--- src/rtl/uvs_pkg.sv ---
// uvs_pkg: shared types, constants and the CORDIC arctangent table for the
// UV-sphere vertex generator. No dependencies.
package uvs_pkg;

   localparam int CORDIC_STAGES_DEF = 16;
   localparam int MAX_DIVISIONS_DEF = 1024;
   localparam int ATAN_ENTRIES      = 24;
   localparam int IDX_W             = 11;
   localparam int CSR_W             = 16;
   localparam int CSR_IDX_W         = 2;

   localparam logic [CSR_IDX_W-1:0] CSR_RADIUS  = 2'd0;
   localparam logic [CSR_IDX_W-1:0] CSR_RINGS   = 2'd1;
   localparam logic [CSR_IDX_W-1:0] CSR_SEGMENTS = 2'd2;

   localparam logic signed [33:0] CORDIC_GAIN_Q30 = 34'sd652032874;
   localparam logic signed [23:0] ONE_Q15 = 24'sd32768;

   typedef struct packed {
      logic [10:0] ring_index;
      logic [10:0] segment_index;
   } req_type;

   typedef struct packed {
      logic signed [23:0] pos_x;
      logic signed [23:0] pos_y;
      logic signed [23:0] pos_z;
      logic signed [23:0] tan_x;
      logic signed [23:0] tan_z;
      logic signed [31:0] bit_x;
      logic signed [31:0] bit_y;
      logic signed [31:0] bit_z;
      logic [16:0]        tex_u;
      logic [16:0]        tex_v;
      logic               pole_flag;
   } rsp_type;

   function automatic logic signed [33:0] atan_turn(input int i);
      logic signed [33:0] t;
      unique case (i)
         0: t = 34'sd536870912;   1: t = 34'sd316933406;
         2: t = 34'sd167458907;   3: t = 34'sd85004756;
         4: t = 34'sd42667331;    5: t = 34'sd21354465;
         6: t = 34'sd10679838;    7: t = 34'sd5340245;
         8: t = 34'sd2670163;     9: t = 34'sd1335087;
         10: t = 34'sd667544;     11: t = 34'sd333772;
         12: t = 34'sd166886;     13: t = 34'sd83443;
         14: t = 34'sd41722;      15: t = 34'sd20861;
         16: t = 34'sd10430;      17: t = 34'sd5215;
         18: t = 34'sd2608;       19: t = 34'sd1304;
         20: t = 34'sd652;        21: t = 34'sd326;
         22: t = 34'sd163;        23: t = 34'sd81;
         default: t = 34'sd0;
      endcase
      return t;
   endfunction

endpackage

--- src/rtl/uvs_divider.sv ---
// uvs_divider: pipelined restoring divider, one quotient bit per stage,
// with a sideband that travels alongside. Uses uvs_pkg.
module uvs_divider #(
   parameter int NUM_W  = 43,
   parameter int DEN_W  = 11,
   parameter int SIDE_W = 1
) (
   input  logic              clock,
   input  logic              reset,
   input  logic              in_valid,
   input  logic [NUM_W-1:0]  in_num,
   input  logic [DEN_W-1:0]  in_den,
   input  logic [SIDE_W-1:0] in_side,
   output logic              out_valid,
   output logic [NUM_W-1:0]  out_quot,
   output logic [SIDE_W-1:0] out_side
);
   import uvs_pkg::*;

   logic              vld_ff  [NUM_W+1];
   logic [NUM_W-1:0]  num_ff  [NUM_W+1];
   logic [DEN_W:0]    rem_ff  [NUM_W+1];
   logic [DEN_W-1:0]  den_ff  [NUM_W+1];
   logic [SIDE_W-1:0] side_ff [NUM_W+1];

   always_comb begin
      vld_ff[0]  = in_valid;
      num_ff[0]  = in_num;
      rem_ff[0]  = '0;
      den_ff[0]  = in_den;
      side_ff[0] = in_side;
   end

   for (genvar s = 0; s < NUM_W; s++) begin : g_stage
      logic [DEN_W+1:0] trial_in;
      logic [DEN_W+1:0] diff_in;
      always_comb begin
         trial_in = {rem_ff[s], num_ff[s][NUM_W-1]};
         diff_in  = trial_in - {2'b00, den_ff[s]};
      end
      always_ff @(posedge clock) begin
         if (reset) begin
            vld_ff[s+1] <= 1'b0;
         end else begin
            vld_ff[s+1] <= vld_ff[s];
         end
         den_ff[s+1]  <= den_ff[s];
         side_ff[s+1] <= side_ff[s];
         if (!diff_in[DEN_W+1]) begin
            rem_ff[s+1] <= diff_in[DEN_W:0];
            num_ff[s+1] <= {num_ff[s][NUM_W-2:0], 1'b1};
         end else begin
            rem_ff[s+1] <= trial_in[DEN_W:0];
            num_ff[s+1] <= {num_ff[s][NUM_W-2:0], 1'b0};
         end
      end
   end

   assign out_valid = vld_ff[NUM_W];
   assign out_quot  = num_ff[NUM_W];
   assign out_side  = side_ff[NUM_W];
endmodule

--- config.mk ---
export PLATFORM = sky130hd
export DESIGN_NAME = uvs_divider
export DESIGN_NICKNAME = d
export VERILOG_FILES = /design/src/rtl/uvs_pkg.sv /design/src/rtl/uvs_divider.sv
export SDC_FILE = /design/constraint.sdc
export NUM_CORES = 2
export LEC_CHECK = 0
export BUFFER_PORTS_ARGS = -buffer_cell sky130_fd_sc_hd__buf_2
export CORE_UTILIZATION = 61
export CTS_CLUSTER_SIZE = 28
export DETAILED_ROUTE_END_ITERATION = 7
export PLACE_DENSITY = 0.77
export SYNTH_ARGS = -nofsm -noshare
export SYNTH_HDL_FRONTEND = slang
export SYNTH_SLANG_ARGS = --single-unit
--- constraint.sdc ---
create_clock -name clock -period 3.5 [get_ports clock]
set_input_delay 0.525 -clock clock [delete_from_list [all_inputs] [get_ports clock]]
set_output_delay 0.525 -clock clock [all_outputs]
set_load 0.01 [all_outputs]
* Word level (Yosys, flattened, before mapping)
Index checks and enable logic that the tools add are counted.
** Word-level totals
- Flip-flop bits (word level) :: 2901
- Output and inout bits :: 45
- Logic and storage cells :: 342
** Cells by class
- Add/subtract/negate cells :: 43
- Mux-type cells :: 85
** Operator list (count)
- $sub A13 B11 Y13 :: 42
- $mux W12 :: 41
- $mux W1 :: 44
- $sub A1 B11 Y12 :: 1

* Logic depth before layout (Yosys ltp)
- Depth in word-level cells :: 2
- Depth in mapped cells :: 11
- Mapped depth without buffers :: 10

* Worst setup path after synthesis
No wires, ideal clock.
- Kind :: reg-to-reg
- From :: reg den_ff[339] in the netlist's numbering
- To :: reg rem_ff, in the netlist g_stage[14].trial_in[11]
- Library setup time :: 121 ps
- Arrival time :: 2624 ps
- Data required time :: 3379 ps
- Setup slack :: 755 ps
- Stages on the path, launching flop included :: 10
- Path buffers :: 2
- Clock period less this slack :: 2745 ps
- Cell sequence :: dfxtp_1 inv_1 ha_1 clkbuf_2 a21o_1 a211oi_1 mux2_2 nor4_4 buf_4 mux2_2
** Between the ends
- Word-level cells in the longest chain between the ends :: 2
** Ends and longest elaborated chain
- from (decl) :: line uvs_divider.sv:23 : logic [DEN_W-1:0] den_ff [NUM_W+1];
- from (signal, indexed assignment) :: line uvs_divider.sv:47 : den_ff[s+1] <= den_ff[s];
- $sub A13 B11 Y13 :: line uvs_divider.sv:39 : diff_in = trial_in - {2'b00, den_ff[s]};
- $mux W12 :: line uvs_divider.sv:49 : if (!diff_in[DEN_W+1]) begin
- to (signal, indexed assignment) :: line uvs_divider.sv:50 : rem_ff[s+1] <= diff_in[DEN_W:0];
- to (signal, indexed assignment) :: line uvs_divider.sv:53 : rem_ff[s+1] <= trial_in[DEN_W:0];
- to (decl) :: line uvs_divider.sv:22 : logic [DEN_W:0] rem_ff [NUM_W+1];
No other way between the ends.
A chain may end at the register's enable or synchronous reset.

* Worst setup path in the final report
- From :: reg num_ff, in the netlist g_stage[1].trial_in[0]
- To :: reg rem_ff, in the netlist g_stage[2].trial_in[5]
** Between the ends
- Word-level cells in the longest chain between the ends :: 2
** Ends and longest elaborated chain
- from (decl) :: line uvs_divider.sv:21 : logic [NUM_W-1:0] num_ff [NUM_W+1];
- from (signal, indexed assignment) :: line uvs_divider.sv:51 : num_ff[s+1] <= {num_ff[s][NUM_W-2:0], 1'b1};
- from (signal, indexed assignment) :: line uvs_divider.sv:54 : num_ff[s+1] <= {num_ff[s][NUM_W-2:0], 1'b0};
- $sub A13 B11 Y13 :: line uvs_divider.sv:39
- $mux W12 :: line uvs_divider.sv:49
No other way between the ends.

==> flow_summary.json <==
{
  "ff2ff_setup_slack_ns": 0.34,
  "cts_tree": "done",
  "period_share_pct": 90.2,
  "timing.rr.start": "g_stage[1].trial_in[0]$_DFF_P_",
  "rsz0062_at_grt": "no",
  "crit_slowest_cell": "nor2_1",
  "synthCells": 7090,
  "mostFrequentLayoutCells": "dfxtp_1 (2901), inv_1 (543), ha_1 (463)",
  "nNetsFinal": 7996,
  "cts.repair.resized": 0,
  "p_per_area_nw_per_um2": 1090,
  "utilization_pct": 69.8,
  "drv_cap": 0,
  "clock-sinks": 2901,
  "crit_type": "reg2reg",
  "dieArea_um2": 148000,
  "period_minus_slack_ns": 3.16,
  "wirelength_um": 142000,
  "grt_pass1_wl_um": 234000,
  "reg2reg_to": "g_stage[2].trial_in[5]$_DFF_P_",
  "hold_viol": 0,
  "holdPathStages": 2,
  "boundaryPins": 103,
  "min_to": "vld_ff[38]$_SDFF_PP0_",
  "via_per_inst": 5.14,
  "dieWidth_um": 385,
  "synth_edf_count": 0,
  "row_count": 140,
  "drc": 0,
  "crit_fanout": 11,
  "async_flop_share_pct": 0,
  "ys_ff_latch": 2901,
  "min_from": "reset",
  "grt_overflow": 0,
  "relSlewSlack_pct": 39.9,
  "whs_ns": 0.196,
  "worstSetupPathDepth": 10,
  "slowest_delay_ns": 0.71,
  "cp_top_family": "simple AND/OR/NAND/NOR gates",
  "crit_path_end_kind": "flop",
  "portBuffers": 102,
  "finalPower_mw": 110,
  "setup_tns_ns": 0,
  "core_area_um2": 146000,
  "worst_pin_slew_ns": 0.898,
  "drtAntennaViolNets": 0,
  "grtUsageTotal_pct": 19.0,
  "clk_latency_ns": 0.88,
  "leakage_nw": 45.2,
  "setup_viol": 0,
  "vdd_drop_max_mv": 0.570,
  "hp-class": "in2reg",
  "dp_hpwl_um": 95700,
  "worst-path-buf-inv": 2,
  "startpoint_type": "flop",
  "grt_start_max_net_pins": 44,
  "htree_levels": 5,
  "gp_congestion": 0.880,
  "max_freq_mhz": 317,
  "vias": 49062,
  "start_util_pct": 61.4,
  "critPathRequiredTime_ns": 4.26,
  "finClkSkew_ns": 0.0562,
  "clk_path_buf_depth": 4,
  "layout.area.seq_um2": 58100,
  "initialDrtViolationCount": 2202,
  "firstDrtPassIters": 6,
  "cts.clk_slew.worst_paths_ns": 0.06,
  "fillers": 10042,
  "die-height_um": 385,
  "dp_slack_ns": 0.307,
  "grt_pass1_vias": 49011,
  "slew_viol_final": 0,
  "rr_worst_depth": 10,
  "multi_input_area_um2": 28400,
  "setup_ws_ns": 0.342,
  "drive_above_1_share_pct": 13.4,
  "cp_cell_sequence": "inv_1 > ha_1 > inv_1 > fa_1 > a21oi_1 > o211ai_1 > nor4_1 > nor3_1 > nor2_1 > mux2_2",
  "cts_made_buffers": 289,
  "final_common_cell": "dfxtp_1",
  "yosysWarnings": 0,
  "outcome": "finished, final reports clean",
  "synth_cell_types": 70,
  "synth-seq-area-share_pct": 65.0,
  "wl_per_cell_um": 14.8,
  "crit_top_cell": "inv_1",
  "synthToLayoutAreaGrowth_pct": 13.7,
  "ys.flop_type": "dfxtp_1",
  "synth_area_per_cell_um2": 12.6,
  "cts_root_buf": "clkbuf_16",
  "arrival_ns": 3.92,
  "synth_area_um2": 89400,
  "antenna_found_initial": 2
}
## logic make-up after synthesis
group	synth area share (%)
XOR/XNOR	3.37
adder cells (fa/ha/maj)	7.40
buffers and inverters	3.32
other	0.00420
AO/OA/AOI/OAI	8.86
flip-flops	65.0
AND/OR/NAND/NOR	6.45
multiplexers	5.63
## worst max-delay path by stage
stage / start / endpoint / slack [ns]
floorplan: den_ff[339]$_DFF_P_ / g_stage[14].trial_in[11]$_DFF_P_ / 0.76
global placement: g_stage[1].trial_in[0]$_DFF_P_ / g_stage[2].trial_in[2]$_DFF_P_ / 0.46
detailed placement: g_stage[1].trial_in[0]$_DFF_P_ / g_stage[2].trial_in[5]$_DFF_P_ / 0.31
CTS: g_stage[1].trial_in[0]$_DFF_P_ / g_stage[2].trial_in[5]$_DFF_P_ / 0.28
global route: g_stage[1].trial_in[0]$_DFF_P_ / g_stage[2].trial_in[5]$_DFF_P_ / 0.10
finish: g_stage[1].trial_in[0]$_DFF_P_ / g_stage[2].trial_in[5]$_DFF_P_ / 0.34
## layout make-up
cell class                 instances  area share [%]
antenna                            1         0.00246
clock buffer                     390            8.18
clock inverter                   100            1.09
inverter                         543            2.00
multi-input combinational       3501            27.9
sequential                      2901            57.1
tap                             1917            2.36
timing repair buffer             198            1.35
## repair_timing
action                                 4_1_cts  5_1_grt
endpoints found under the hold margin       56        0
hold buffers                                56        0
setup buffers                                0        0
## cells in the mapped netlist (33+ instances only)
library cell | n | share of area, %
xor2_1 | 105 | 1.0
buf_4 | 76 | 0.64
inv_1 | 543 | 2.3
dfxtp_1 | 2901 | 65
and2_1 | 61 | 0.43
xnor2_1 | 237 | 2.3
nand4_1 | 33 | 0.23
nor2_1 | 245 | 1.0
a211o_1 | 36 | 0.35
mux2i_1 | 85 | 0.95
nand3_1 | 144 | 0.81
o2111ai_1 | 35 | 0.34
and3_1 | 42 | 0.29
a211oi_1 | 37 | 0.31
a21o_1 | 239 | 2.0
clkbuf_1 | 35 | 0.15
fa_1 | 41 | 0.92
mux2_2 | 361 | 4.5
a21oi_1 | 386 | 2.2
ha_1 | 463 | 6.5
nor2b_1 | 182 | 1.3
o21ai_0 | 126 | 0.71
o21a_1 | 54 | 0.45
o31a_1 | 33 | 0.32
a31oi_1 | 40 | 0.28
a311oi_1 | 38 | 0.37
nand2_1 | 100 | 0.42
nor3_1 | 85 | 0.48
## sequential cells by signal, indices dropped and copies added (netlist names)
signal and count:
vld_ff 42, g_stage.trial_in 546, num_ff 1764, den_ff 462, out_valid 1, out_side 1
side_ff 42, out_quot 43
## power breakdown
group	total, mW	switching (mW)	leakage, nW	internal, mW
logic	34.0	16.9	16.1	17.1
clock network	30.0	11.9	4.60	18.0
registers	46.5	3.90	24.4	42.6
## routing by layer
layer | GRT usage [%] | vias to the layer above | share of wire (%)
met4 | 7.54 | 0 | 3.3
met3 | 3.33 | 383 | 3.6
met2 | 33.0 | 874 | 49
met1 | 23.3 | 22983 | 45
li1 | - | 24822 | -
met5 | 0 | - | 0
## metrics by stage
step,std cells,cell area (µm²)
after global placement,9004,91700
after detailed placement,9004,91700
after floorplan,7094,89400
after CTS,9550,102000
final,9551,102000
after global routing,9550,102000
(Power assumes the default switching activity.)
